### src/design/sgb_pkg.sv
// shared types, register codes and arithmetic helpers for the separable gaussian blur
// no dependencies; used by scoped names in sgb_cfg, sgb_mac and the top level
`default_nettype none

package sgb_pkg;

    localparam int ACC_W  = 36;
    localparam int ADDR_W = 6;
    localparam int DATA_W = 64;

    localparam logic [2:0] REG_IMAGE_WIDTH  = 3'd0;
    localparam logic [2:0] REG_IMAGE_HEIGHT = 3'd1;
    localparam logic [2:0] REG_BAND_COUNT   = 3'd2;
    localparam logic [2:0] REG_RADIUS       = 3'd3;
    localparam logic [2:0] REG_COEF_NEAR    = 3'd4;
    localparam logic [2:0] REG_COEF_FAR     = 3'd5;

    localparam logic [10:0] RST_IMAGE_WIDTH  = 11'd1024;
    localparam logic [10:0] RST_IMAGE_HEIGHT = 11'd1024;
    localparam logic [2:0]  RST_BAND_COUNT   = 3'd1;
    localparam logic [2:0]  RST_RADIUS       = 3'd0;
    localparam logic [63:0] RST_COEF_NEAR    = 64'd32768;
    localparam logic [63:0] RST_COEF_FAR     = 64'd0;

    typedef struct packed {
        logic [10:0] image_width;
        logic [10:0] image_height;
        logic [2:0]  band_count;
        logic [2:0]  radius;
        logic [63:0] coefficients_near;
        logic [63:0] coefficients_far;
        logic        restart;
    } cfg_t;

    typedef struct packed {
        logic clear;
        logic en;
    } mac_ctl_t;

    typedef enum logic [3:0] {
        ST_IDLE,
        ST_WIN,
        ST_HMAC,
        ST_HDRAIN,
        ST_HRND,
        ST_VSTART,
        ST_VMAC,
        ST_VDRAIN,
        ST_VEMIT,
        ST_PEMIT
    } seq_state_t;

    function automatic logic [15:0] tap_of(input logic [63:0] near_c,
                                           input logic [63:0] far_c,
                                           input logic [2:0]  distance);
        logic [63:0] sel;
        sel = distance[2] ? far_c : near_c;
        return sel[16 * distance[1:0] +: 16];
    endfunction

    function automatic logic [15:0] round_sat(input logic [ACC_W-1:0] acc);
        logic [ACC_W:0]    s;
        logic [ACC_W-15:0] q;
        s = {1'b0, acc} + (ACC_W + 1)'(16384);
        q = s[ACC_W:15];
        return (|q[ACC_W-15:16]) ? 16'hFFFF : q[15:0];
    endfunction

    function automatic logic [2:0] abs_diff(input logic [3:0] a, input logic [3:0] b);
        return (a > b) ? 3'(a - b) : 3'(b - a);
    endfunction

endpackage

`default_nettype wire

### src/design/sgb_mac.sv
// shared multiply-accumulate unit: registered product, then accumulate
// depends on sgb_pkg for mac_ctl_t and the accumulator width
`default_nettype none

module sgb_mac (
    input  wire logic                        clk,
    input  wire logic                        rst_n,
    input  wire sgb_pkg::mac_ctl_t           ctl,
    input  wire logic [15:0]                 coef,
    input  wire logic [15:0]                 sample,
    output logic      [sgb_pkg::ACC_W-1:0]   acc
);

    logic [31:0]               prod_reg;
    logic                      pv_reg;
    logic [sgb_pkg::ACC_W-1:0] acc_reg;

    always_ff @(posedge clk or negedge rst_n)
    begin
        if (!rst_n)
            pv_reg <= 1'b0;
        else
            pv_reg <= ctl.en;
    end

    always_ff @(posedge clk)
    begin
        if (ctl.en)
            prod_reg <= coef * sample;
        if (ctl.clear)
            acc_reg <= '0;
        else if (pv_reg)
            acc_reg <= acc_reg + sgb_pkg::ACC_W'(prod_reg);
    end

    assign acc = acc_reg;

    // a new sum never starts while a product is still in flight
    a_clear_drained: assert property (@(posedge clk) disable iff (!rst_n)
        ctl.clear |-> !pv_reg)
        else $error("accumulator cleared with a product pending");

endmodule

`default_nettype wire

### config.mk
export PLATFORM = sky130hd
export DESIGN_NAME = sgb_mac
export DESIGN_NICKNAME = d
export VERILOG_FILES = /design/src/design/sgb_pkg.sv /design/src/design/sgb_mac.sv
export SDC_FILE = /design/constraint.sdc
export NUM_CORES = 1
export LEC_CHECK = 0
export ABC_AREA = 1
export ABC_CLOCK_PERIOD_IN_PS = 2500
export BUFFER_PORTS_ARGS = -buffer_cell sky130_fd_sc_hd__clkbuf_2
export CAP_MARGIN = 20
export CORE_UTILIZATION = 30
export DETAILED_ROUTE_END_ITERATION = 8
export SYNTH_ARGS = -nofsm -noshare
export SYNTH_HDL_FRONTEND = slang
export SYNTH_SLANG_ARGS = --single-unit
export TNS_END_PERCENT = 5
### constraint.sdc
create_clock -name clk -period 2.5 [get_ports clk]
set_clock_uncertainty 0.1 [all_clocks]
set_input_delay 0.125 -clock clk [delete_from_list [all_inputs] [get_ports clk]]
set_output_delay 0.125 -clock clk [all_outputs]
set_load 0.03 [all_outputs]
==> flow_summary.toml <==
[critical_path]
cp_max_fo = 9
cp.arrival_ns = 4.78
cp-start-kind = "input pin"
required_ns = 2.50
ff2ff_path_depth = 14
startpoint = "coef[6]"
crit_end = "prod_reg[28]$_DFFE_PP_"
worstReg2RegEnd = "acc[22]$_SDFFE_PP0P_"
path_class = "in -> reg"
end_kind = "flip-flop"
rrSetupSlack_ns = 0.23
r2r_start = "prod_reg[0]$_DFFE_PP_"

[final_layout]
seq_area_mm2 = 0.00171
nets = 2522
n_antenna_cell = 0
drive_gt1_share_pct = 18.1
syn2layout_area_growth_pct = 23.5
fin_cells = 2760
post-route-util_pct = 37.8
multiInputGateArea_mm2 = 0.0107
stdcell_area_mm2 = 0.0172
largest_reg_flops = 36
fillers = 4744

[place]
placed_area_mm2 = 0.0162
io_buffers = 71
place.gp.congestion = 0.928
hpwl_mm = 32.7
placedCellCount = 2738

[run]
cap_violations = 0

[timing]
min_period_ns = 4.79
rsz0062_at_grt = "yes"
setup_tns_ns = -54.10
fin_crit_sh_pct = 191
fin_ws_ns = -2.29
slew_headroom_pct = 47.8
setup_viol = 28
fmax_ghz = 0.209
slew_violations = 0
tightest_slew_ns = 0.783
hold_viol = 0

[cts]
clkSlewWorstSetupHoldPaths_ns = 0.06
clk_latency_ns = 0.35
root_buffer = "clkbuf_16"
cts_buffers = 9
htreeDepth = 3
cts_sinks = 69
cts_tree = "yes"
clockBufferDepth = 2

[logic_synthesis]
synthMostInstantiatedCell = "nand2_1"
synth_flop_cell = "dfxtp_1"
postSynthAreaPerCell_um2 = 7.02
syn_inst = 1986
synth_seq_area_share_pct = 12.2
async_flop_share_pct = 1.45
syn_nets = 2353
yosysTopAreaCellShare_pct = 28.0
synthTopCellsByArea = "fa_1 (28%), nand2_1 (15%), inv_1 (14%)"
synth_edf_count = 32
synth.largest_area_cell = "fa_1"
ys_warn_count = 0
synth.cell_area_mm2 = 0.0139
ys_types = 39
synthTopCellsByCount = "nand2_1 (561), inv_1 (506), fa_1 (195)"
yosys_register_bits = 69

[routing]
avgViaCountPerCell = 4.51
drt-initial-drc-count = 667
postRouteWirelength_mm = 38.0
wire_per_inst_um = 13.8
first_pass_iters = 6
drtAntennaViolNets = 0
drc = 0
vias = 12500

[grt]
grt_pass1_wl_mm = 63.7
grt_overflow = 0
antenna_found_initial = 0
grtUsageTotal_pct = 16.7
grt_pass1_vias = 12800
grt_max_degree = 34

[floorplanning]
rows = 78
coreArea_mm2 = 0.0456
die_height_um = 218
die_w_um = 218
die_area_mm2 = 0.0473
ios = 72
start_util_pct = 30.6

[worst_hold_path]
hold_path_class = "in -> reg"

[status]
violations = "negative setup slack"
status = "complete, but fails checks"
==> logic make-up (layout without fill, tap and decap cells) <==
kind of cell	after synthesis	count (layout)	synth area share [%]
flip-flops	69	69	12.2
XOR/XNOR	40	40	2.51
adder cells (fa/ha/maj)	331	331	40.2
AO/OA/AOI/OAI	140	140	5.65
buffers and inverters	586	760	15.8
AND/OR/NAND/NOR	820	820	23.6
==> cell type report <==
cell class	instances	share of cell area, %
Clock buffer	10	1.33
Tap cell	600	4.36
Clock inverter	6	0.509
Inverter	512	11.2
Multi-Input combinational cell	1331	61.9
Timing Repair Buffer	232	10.8
Sequential cell	69	9.93
==> worst min-delay path by stage <==
stage,from,endpoint,cells after the start
2_1_floorplan,rst_n,pv_reg$_DFF_PN0_,0
6_report,ctl[1],acc[9]$_SDFFE_PP0P_,4
4_1_cts,ctl[1],acc[9]$_SDFFE_PP0P_,4
3_5_place_dp,rst_n,pv_reg$_DFF_PN0_,1
3_3_place_gp,rst_n,pv_reg$_DFF_PN0_,1
5_1_grt,ctl[1],acc[11]$_SDFFE_PP0P_,4
==> worst max-delay path: stages <==
cell and delay, ns:
buf_8 0.13, buf_6 0.13, nand2_1 0.05, inv_1 0.06, fa_1 0.51, fa_1 0.53
fa_1 0.53, fa_1 0.58, fa_1 0.45, fa_1 0.60, ha_4 0.23, a21o_1 0.16
inv_2 0.06, nand2_2 0.06, o21bai_4 0.20, a21oi_2 0.17, nand2_1 0.07, nand2_1 0.08
nand2_2 0.05
==> metal layers <==
layer  track usage [%]  share of wire, %  vias up
met2              27.6                45      337
met3              1.99               5.2       60
met1              23.0                48     5901
li1                  -                 -     6159
met5                 0                 0        -
met4              4.08               1.9        0
==> layout by cell type (no fill, tap or decap), types with 4 or more instances in the layout <==
cell | netlist | final
nand3_2 | 2 | 9
xor2_1 | 28 | 27
nor2_2 | 7 | 22
inv_1 | 506 | 495
buf_4 | 0 | 150
dfxtp_1 | 36 | 36
ha_4 | 0 | 19
a21oi_2 | 3 | 14
nor2_4 | 2 | 5
nand2_2 | 9 | 25
buf_8 | 0 | 5
a21oi_1 | 64 | 48
nand3_1 | 59 | 52
edfxtp_1 | 32 | 32
clkbuf_4 | 0 | 4
buf_6 | 0 | 6
o21bai_1 | 10 | 7
nand2_1 | 561 | 545
a21oi_4 | 0 | 5
nor3_1 | 11 | 8
buf_12 | 0 | 6
clkbuf_16 | 0 | 9
fa_2 | 0 | 7
xnor2_1 | 12 | 12
clkbuf_2 | 0 | 44
inv_2 | 6 | 17
o21ai_0 | 38 | 29
clkbuf_8 | 0 | 14
fa_1 | 195 | 188
o21ai_1 | 8 | 13
o21ai_2 | 2 | 5
ha_1 | 136 | 116
nand4_1 | 8 | 8
nor2_1 | 153 | 135
a21o_1 | 6 | 5
==> stage by stage <==
step                      hold slack, ns  setup slack [ns]
after floorplan                   -0.271             -2.39
after global placement            -0.180             -2.96
after detailed placement          -0.177             -2.93
after CTS                          0.112             -2.27
after global routing               0.159             -2.51
final                              0.124             -2.29
==> what timing repair did <==
item / 4_1_cts / 5_1_grt
setup endpoints to repair: 28 / 31
resized for setup: 114 / 61
pin swaps: 24 / 30
hold endpoints to repair: 1 / 0
buffers inserted: 0 / 4
hold buffers: 2 / 0
Power is not shown: default switching activity piles up to over one toggle a cycle in this logic, so the estimate is an artifact.
