### config.mk
export PLATFORM = sky130hd
export DESIGN_NAME = sgb_cfg
export DESIGN_NICKNAME = d
export VERILOG_FILES = /design/src/design/sgb_pkg.sv /design/src/design/sgb_cfg.sv
export SDC_FILE = /design/constraint.sdc
export NUM_CORES = 1
export LEC_CHECK = 0
export ABC_AREA = 1
export BUFFER_PORTS_ARGS = -buffer_cell sky130_fd_sc_hd__buf_2
export CAP_MARGIN = 20
export CORE_AREA = 2 2 120 122
export CTS_CLUSTER_SIZE = 10
export DETAILED_ROUTE_END_ITERATION = 10
export DIE_AREA = 0 0 122 124
export PLACE_DENSITY = 0.93
export SYNTH_ARGS = -nofsm -noshare
export SYNTH_HDL_FRONTEND = slang
export SYNTH_SLANG_ARGS = --single-unit
### constraint.sdc
create_clock -name clk -period 2.79 [get_ports clk]
set_clock_uncertainty 0.05 [all_clocks]
set_input_delay 0.279 -clock clk [delete_from_list [all_inputs] [get_ports clk]]
set_output_delay 0.279 -clock clk [all_outputs]
set_load 0.01 [all_outputs]
### src/design/sgb_pkg.sv
// shared types, register codes and arithmetic helpers for the separable gaussian blur
// no dependencies; used by scoped names in sgb_cfg, sgb_mac and the top level
`default_nettype none

package sgb_pkg;

    localparam int ACC_W  = 36;
    localparam int ADDR_W = 6;
    localparam int DATA_W = 64;

    localparam logic [2:0] REG_IMAGE_WIDTH  = 3'd0;
    localparam logic [2:0] REG_IMAGE_HEIGHT = 3'd1;
    localparam logic [2:0] REG_BAND_COUNT   = 3'd2;
    localparam logic [2:0] REG_RADIUS       = 3'd3;
    localparam logic [2:0] REG_COEF_NEAR    = 3'd4;
    localparam logic [2:0] REG_COEF_FAR     = 3'd5;

    localparam logic [10:0] RST_IMAGE_WIDTH  = 11'd1024;
    localparam logic [10:0] RST_IMAGE_HEIGHT = 11'd1024;
    localparam logic [2:0]  RST_BAND_COUNT   = 3'd1;
    localparam logic [2:0]  RST_RADIUS       = 3'd0;
    localparam logic [63:0] RST_COEF_NEAR    = 64'd32768;
    localparam logic [63:0] RST_COEF_FAR     = 64'd0;

    typedef struct packed {
        logic [10:0] image_width;
        logic [10:0] image_height;
        logic [2:0]  band_count;
        logic [2:0]  radius;
        logic [63:0] coefficients_near;
        logic [63:0] coefficients_far;
        logic        restart;
    } cfg_t;

    typedef struct packed {
        logic clear;
        logic en;
    } mac_ctl_t;

    typedef enum logic [3:0] {
        ST_IDLE,
        ST_WIN,
        ST_HMAC,
        ST_HDRAIN,
        ST_HRND,
        ST_VSTART,
        ST_VMAC,
        ST_VDRAIN,
        ST_VEMIT,
        ST_PEMIT
    } seq_state_t;

    function automatic logic [15:0] tap_of(input logic [63:0] near_c,
                                           input logic [63:0] far_c,
                                           input logic [2:0]  distance);
        logic [63:0] sel;
        sel = distance[2] ? far_c : near_c;
        return sel[16 * distance[1:0] +: 16];
    endfunction

    function automatic logic [15:0] round_sat(input logic [ACC_W-1:0] acc);
        logic [ACC_W:0]    s;
        logic [ACC_W-15:0] q;
        s = {1'b0, acc} + (ACC_W + 1)'(16384);
        q = s[ACC_W:15];
        return (|q[ACC_W-15:16]) ? 16'hFFFF : q[15:0];
    endfunction

    function automatic logic [2:0] abs_diff(input logic [3:0] a, input logic [3:0] b);
        return (a > b) ? 3'(a - b) : 3'(b - a);
    endfunction

endpackage

`default_nettype wire

### src/design/sgb_cfg.sv
// configuration registers behind the apb-style port
// depends on sgb_pkg for register codes, reset values and cfg_t
`default_nettype none

module sgb_cfg (
    input  wire logic                        clk,
    input  wire logic                        rst_n,
    input  wire logic                        psel,
    input  wire logic                        penable,
    input  wire logic                        pwrite,
    input  wire logic [sgb_pkg::ADDR_W-1:0]  paddr,
    input  wire logic [sgb_pkg::DATA_W-1:0]  pwdata,
    output logic      [sgb_pkg::DATA_W-1:0]  prdata,
    output logic                             pready,
    output sgb_pkg::cfg_t                    cfg
);

    logic [10:0] width_reg;
    logic [10:0] height_reg;
    logic [2:0]  bands_reg;
    logic [2:0]  radius_reg;
    logic [63:0] near_reg;
    logic [63:0] far_reg;
    logic [2:0]  idx;
    logic        wr;
    logic        known;

    assign idx    = paddr[5:3];
    assign wr     = psel && penable && pwrite;
    assign pready = 1'b1;

    always_comb
    begin
        known  = 1'b1;
        prdata = '0;
        case (idx)
            sgb_pkg::REG_IMAGE_WIDTH:  prdata = 64'(width_reg);
            sgb_pkg::REG_IMAGE_HEIGHT: prdata = 64'(height_reg);
            sgb_pkg::REG_BAND_COUNT:   prdata = 64'(bands_reg);
            sgb_pkg::REG_RADIUS:       prdata = 64'(radius_reg);
            sgb_pkg::REG_COEF_NEAR:    prdata = near_reg;
            sgb_pkg::REG_COEF_FAR:     prdata = far_reg;
            default:                   known  = 1'b0;
        endcase
    end

    always_ff @(posedge clk or negedge rst_n)
    begin
        if (!rst_n)
        begin
            width_reg  <= sgb_pkg::RST_IMAGE_WIDTH;
            height_reg <= sgb_pkg::RST_IMAGE_HEIGHT;
            bands_reg  <= sgb_pkg::RST_BAND_COUNT;
            radius_reg <= sgb_pkg::RST_RADIUS;
            near_reg   <= sgb_pkg::RST_COEF_NEAR;
            far_reg    <= sgb_pkg::RST_COEF_FAR;
        end
        else if (wr)
        begin
            case (idx)
                sgb_pkg::REG_IMAGE_WIDTH:  width_reg  <= pwdata[10:0];
                sgb_pkg::REG_IMAGE_HEIGHT: height_reg <= pwdata[10:0];
                sgb_pkg::REG_BAND_COUNT:   bands_reg  <= pwdata[2:0];
                sgb_pkg::REG_RADIUS:       radius_reg <= pwdata[2:0];
                sgb_pkg::REG_COEF_NEAR:    near_reg   <= pwdata;
                sgb_pkg::REG_COEF_FAR:     far_reg    <= pwdata;
                default:                   ;
            endcase
        end
    end

    always_comb
    begin
        cfg.image_width       = width_reg;
        cfg.image_height      = height_reg;
        cfg.band_count        = bands_reg;
        cfg.radius            = radius_reg;
        cfg.coefficients_near = near_reg;
        cfg.coefficients_far  = far_reg;
        // a known register write restarts the frame
        cfg.restart           = wr && known;
    end

endmodule

`default_nettype wire

==> out/results.ini, run 1 <==
[clock_tree]
clk_path_buf_depth = 2
cts_setup_buffers = 0
clock-root-buffer = clkbuf_16
clk_pin_slew_ps = 70
clk_latency_ps = 420
numCtsBuffers = 17
cts.sink_count = 156
h-tree-depth = 4
cts_tree = yes

[pwr]
ir_drop_mv = 0.4082
power.total_uw = 7487
power_density_nw_per_um2 = 810.5
cellLeakagePower_uw = 0.005083

[synth]
ys_seq_elements = 156
postSynthCellCount = 861
synth_top_area_cell = dfrtp_1
yosys-top-cells-area = dfrtp_1 (54%), nand2_1 (15%), o21ai_0 (9.1%)
syn-num-nets = 936
ys_warn_count = 0
syn_area_um2 = 7058
synth_cell_type_count = 23
synth.avg_cell_area_um2 = 8.197
synth_top_area_share_pct = 53.89
yosysSeqAreaShare_pct = 55.38

[worst_setup_path]
crit_start = paddr[3]
worst_ep_required_time_ps = 2460
arrival_ps = 1580
r2r_start = near_reg[15]$_DFFE_PN1P_
crit_path_end_kind = primary output
crit_fanout = 36
worstSetupPathType = input pin to primary output
startpoint_type = input pin

[route]
viasPerCell = 5.332
drc = 0
ant_nets = 0
dr.pass1.iters = 6
first_iter_violations = 569
post_drt_wl_per_cell_um = 15.94
vias = 7075
wirelength_um = 21150

[placement]
placed_area_um2 = 8561
place.port_buffers = 292
gp_congestion = 0.8572
hpwl_um = 14920

[global_route]
first_global_vias = 6507
antenna_found_initial = 0
grt_pass1_wl_um = 32730
grt.overflow.total = 0
grtUsageTotal_pct = 28.25
grt_max_degree = 83

[sta]
rsz0062_at_grt = false
fmax_mhz = 524.4
timing.final.crit_period_ps = 1907
finalSetupTns_ps = 0
maxSlewHeadroom_pct = 51.81
finalSetupViolCount = 0
timing.final.crit_share_pct = 68.35
tightest_slew_ps = 720.2
finalHoldViolCount = 0
drv_slew = 0

[die]
core_um2 = 13720
dieArea_um2 = 15130
initial_core_util_pct = 51.45
die_h_um = 124
die_x_um = 122
num_io_pins = 297
rows = 43

[layout]
fin_area_um2 = 9238
final_util_pct = 67.33
layout-drive-gt1-share_pct = 30.54
fin_nets = 1208
fillerInstances = 1048
final_cell_mix = buf_2 (291), nand2_1 (276), dfrtp_1 (152)
layout_commonest_cell = buf_2
synthToLayoutAreaGrowth_pct = 30.88

[min_path]
hp-start = pwdata[44]
hold_class = input pin to register

[job]
maxCapViolCount = 0

[outcome]
outcome = finished, final reports clean

==> through the flow <==
step	setup WS [ps]	std cells	hold slack, ps
floorplan	1232	861	-66.59
global placement	862.4	1293	150.6
detailed placement	795.5	1293	148.6
CTS	908.8	1326	1.686
global route	737.2	1326	13.12
finish	883.1	1327	16.10
==> layout make-up <==
| class | instances | area (um^2) | share of cell area [%] |
|---|---|---|---|
| Clock inverter | 13 | 211.5 | 2.289 |
| Inverter | 134 | 503.0 | 5.445 |
| Timing Repair Buffer | 305 | 1580 | 17.11 |
| Multi-Input combinational cell | 519 | 2354 | 25.48 |
| Clock buffer | 19 | 452.9 | 4.903 |
| Tap cell | 180 | 225.2 | 2.438 |
| Antenna cell | 1 | 2.502 | 0.02709 |
| Sequential cell | 156 | 3909 | 42.31 |
==> cells in the mapped netlist, drive strengths merged <==
| cell type | count |
|---|---|
| nand2 | 277 |
| dfrtp | 152 |
| o21ai | 148 |
| inv | 134 |
| o22ai | 53 |
| buf | 35 |
| nand3 | 18 |
| clkbuf | 17 |
| nor2 | 12 |
| nand4 | 9 |
| dfstp | 4 |
| a31oi | 1 |
| conb | 1 |
==> layer usage <==
layer  share of wire, %  GRT usage [%]  up-vias
li1                   -              -     3276
met1                 38          34.37     3328
met2                 48          45.74      398
met3                9.7          8.745       73
met4                4.2          14.15        0
met5                  0              0        -
==> critical path: stages <==
cell and delay [ps]:
buf_2 240, nor2_4 100, nand2_2 180, buf_4 410, o22ai_1 140, buf_2 180
==> path summary, 6_finish.rpt <==
check / end / slack [ps] / depth (start not counted)
max: prdata[48] / 880 / 6
min: far_reg[44]$_DFFE_PN0P_ / 20 / 3
max reg2reg: near_reg[15]$_DFFE_PN1P_ / 1940 / 2
min reg2reg: height_reg[10]$_DFFE_PN1P_ / 430 / 2
max in group asynchronous: height_reg[10]$_DFFE_PN1P_ / 1570 / 3
min in group asynchronous: near_reg[44]$_DFFE_PN0P_ / 270 / 2
==> cells by family (layout without fill, tap and decap cells) <==
family | after synthesis | in the layout | synth area share, %
flip-flops | 156 | 156 | 55.38
AND/OR/NAND/NOR | 316 | 316 | 18.01
other | 1 | 2 | 0.05313
buffers and inverters | 186 | 471 | 11.27
AO/OA/AOI/OAI | 202 | 202 | 15.28
==> repair_timing <==
item | CTS | global route
endpoints found under the setup margin | 0 | 0
gates resized for setup | 0 | 0
hold buffers | 1 | 0
hold endpoints to repair | 37 | 0
==> report_power, final <==
part	total, uW	internal (uW)	leakage (uW)	switching, uW
sequential	3080	2770	0.00184	309
clock	2590	1640	0.000312	950
combinational	1820	695	0.00293	1120
Note: power is estimated with default switching activity, not from simulation.
==> run 2, diff against run 1 <==
CORE_AREA = 2 2 125 127   (was 2 2 120 122)
DIE_AREA = 0 0 127 129   (was 0 0 122 124)
PLACE_DENSITY = 0.87   (was 0.93)
clock period = 1.76 ns   (was 2.79 ns; I/O delays follow)
==> run 2 against run 1 <==
  * Sequential power increased by 59%
  * Sequential cell count unchanged
  * Utilization decreased by 0.098 points
  * Largest cell class unchanged
  * Sequential share of layout area decreased by 3.5 points
  * Setup slack got worse by 820 ps
  * Critical path type unchanged
==> out/results.ini, run 2 (same netlist as run 1, synthesis figures left out) <==
[outcome]
outcome = finished, final reports clean  ; unchanged

[global_route]
antenna_found_initial = 0  ; unchanged
grt_max_degree = 60  ; was 83
first_global_vias = 7299  ; was 6507
grt_pass1_wl_um = 36640  ; was 32730 um
grt.overflow.total = 0  ; unchanged
grtUsageTotal_pct = 28.64  ; was 28.25%

[worst_setup_path]
worst_ep_required_time_ps = 1530  ; was 2460 ps
startpoint_type = input pin  ; unchanged
worstSetupPathType = input pin to primary output  ; unchanged
crit_fanout = 19  ; was 36
arrival_ps = 1470  ; was 1580 ps
crit_path_end_kind = primary output  ; unchanged

[route]
met3_length_um = 1890  ; was 2052 um
dr.pass1.iters = 7  ; was 6
viasPerCell = 5.339  ; was 5.332
top_layer = met4  ; unchanged
ant_nets = 0  ; unchanged
vias = 7549  ; was 7075
met1_length_um = 9084  ; was 7958 um
drc = 0  ; unchanged
post_drt_wl_per_cell_um = 16.74  ; was 15.94 um
wirelength_um = 23680  ; was 21150 um
wl_met2_um = 11790  ; was 10260 um
first_iter_violations = 647  ; was 569

[die]
core_um2 = 14980  ; was 13720 um^2
dieArea_um2 = 16380  ; was 15130 um^2
initial_core_util_pct = 47.13  ; was 51.45%
die_x_um = 127  ; was 122 um
rows = 45  ; was 43
num_io_pins = 297  ; unchanged
die_h_um = 129  ; was 124 um

[sta]
fmax_mhz = 590.0
timing.final.crit_period_ps = 1695
finalSetupTns_ps = 0  ; unchanged
whs_ps = 183.9  ; was 16.10 ps
maxSlewHeadroom_pct = 61.93  ; was 51.81%
finalHoldViolCount = 0  ; unchanged
rsz0062_at_grt = false  ; unchanged
drv_slew = 0  ; unchanged
timing.final.crit_share_pct = 96.30
tightest_slew_ps = 571.1  ; was 720.2 ps
finalSetupViolCount = 0  ; unchanged

[placement]
gp_congestion = 0.9042  ; was 0.8572
place.port_buffers = 292  ; unchanged
hpwl_um = 15500  ; was 14920 um

[layout]
layout-drive-gt1-share_pct = 29.93  ; was 30.54%
final_cell_mix = buf_2 (291), nand2_1 (276), dfrtp_1 (152)  ; unchanged
final_util_pct = 67.23  ; was 67.33%
diodes = 0  ; was 1
synthToLayoutAreaGrowth_pct = 42.67  ; was 30.88%
fin_nets = 1288  ; was 1208
layout_commonest_cell = buf_2  ; unchanged

[pwr]
ir_drop_mv = 0.6453  ; was 0.4082 mV
power_density_nw_per_um2 = 1178  ; was 810.5 nW/um^2
p_comb_share_pct = 26.0  ; was 24.3%
p_switching_uw = 3950  ; was 2381 uW
p_clk_share_pct = 32.6  ; was 34.6%
p_sw_share_pct = 33.29  ; was 31.81%
cellLeakagePower_uw = 0.005437  ; was 0.005083 uW
sequentialPowerShare_pct = 41.3  ; was 41.1%
internal_power_uw = 7915  ; was 5106 uW

[clock_tree]
clk_path_buf_depth = 2  ; unchanged
clk_pin_slew_ps = 60  ; was 70 ps
cts_tree = yes  ; unchanged
clk_latency_ps = 420  ; about the same
numCtsBuffers = 17  ; unchanged
h-tree-depth = 4  ; unchanged
cts.sink_count = 156  ; unchanged
clock-root-buffer = clkbuf_16  ; unchanged

[job]
maxCapViolCount = 0  ; unchanged

[min_path]
hold_class = input pin to register  ; unchanged

[run 2: changes by cell type in the layout (fill, tap and decap cells not counted), sizes merged]
cell | previous run | this run
dlygate4sd3 | 1 | 65
inv | 136 | 140
diode | 1 | 0
clkinv | 2 | 1
bufinv | 5 | 3
clkbuf | 19 | 18
buf | 304 | 320
[run 2: final cells by class]
cell class                 instances  area (um^2)
clock buffer                      18        439.2
clock inverter                    14        181.4
fill                            1095         4907
inverter                         134        506.7
multi-input combinational        519         2354
sequential                       156         3909
tap                              188        235.2
timing repair buffer             385         2445
[run 2: timing repair]
item | 4_1_cts | 5_1_grt
endpoints found under the hold margin | 201 | 0
resized for setup | 0 | 2
buffers inserted | 0 | 0
hold buffers | 65 | 0
setup endpoints to repair | 0 | 11
[run 2: per-stage QoR]
| step | total power, uW | instance area [um^2] | cells | setup WS, ps |
|---|---|---|---|---|
| 6_report | 11860 | 10070 | 1414 | 65.18 |
| 3_3_place_gp | 7717 | 8791 | 1317 | 143.7 |
| 5_1_grt | 12430 | 10070 | 1414 | 34.95 |
| 3_5_place_dp | 7830 | 8791 | 1317 | 90.32 |
| 2_1_floorplan | 6270 | 7058 | 861 | 407.6 |
| 4_1_cts | 11820 | 10060 | 1414 | 85.98 |
[run 2: metal layers]
| layer | track usage (%) | vias to the layer above |
|---|---|---|
| met3 | 5.821 | 88 |
| met4 | 14.09 | 0 |
| met5 | 0 | - |
| met2 | 48.83 | 500 |
| li1 | - | 3432 |
| met1 | 34.96 | 3529 |
[run 2: final timing paths]
path / startpoint / end / slack [ps] / cells past startpoint
max: paddr[4] / prdata[21] / 70 / 6
min: pwrite / bands_reg[0]$_DFFE_PN1P_ / 180 / 5
max reg2reg: near_reg[15]$_DFFE_PN1P_ / near_reg[15]$_DFFE_PN1P_ / 880 / 2
min reg2reg: height_reg[10]$_DFFE_PN1P_ / height_reg[10]$_DFFE_PN1P_ / 420 / 2
max in group asynchronous: rst_n / bands_reg[0]$_DFFE_PN1P_ / 750 / 3
min in group asynchronous: rst_n / near_reg[47]$_DFFE_PN0P_ / 230 / 2
[run 2: worst max-delay path, stage by stage]
cell	delay, ps
buf_2	170
nor2_4	230
nand2_2	200
buf_4	270
o22ai_1	210
buf_2	190
[run 2: power groups by stage]
stage / Clock, uW / Combinational [uW] / Sequential (uW)
finish: 3870 / 3090 / 4900
global route: 4080 / 3360 / 4980
CTS: 3910 / 3030 / 4880
detailed placement: 0 / 2900 / 4930
global placement: 0 / 2820 / 4890
floorplan: 0 / 1000 / 5260
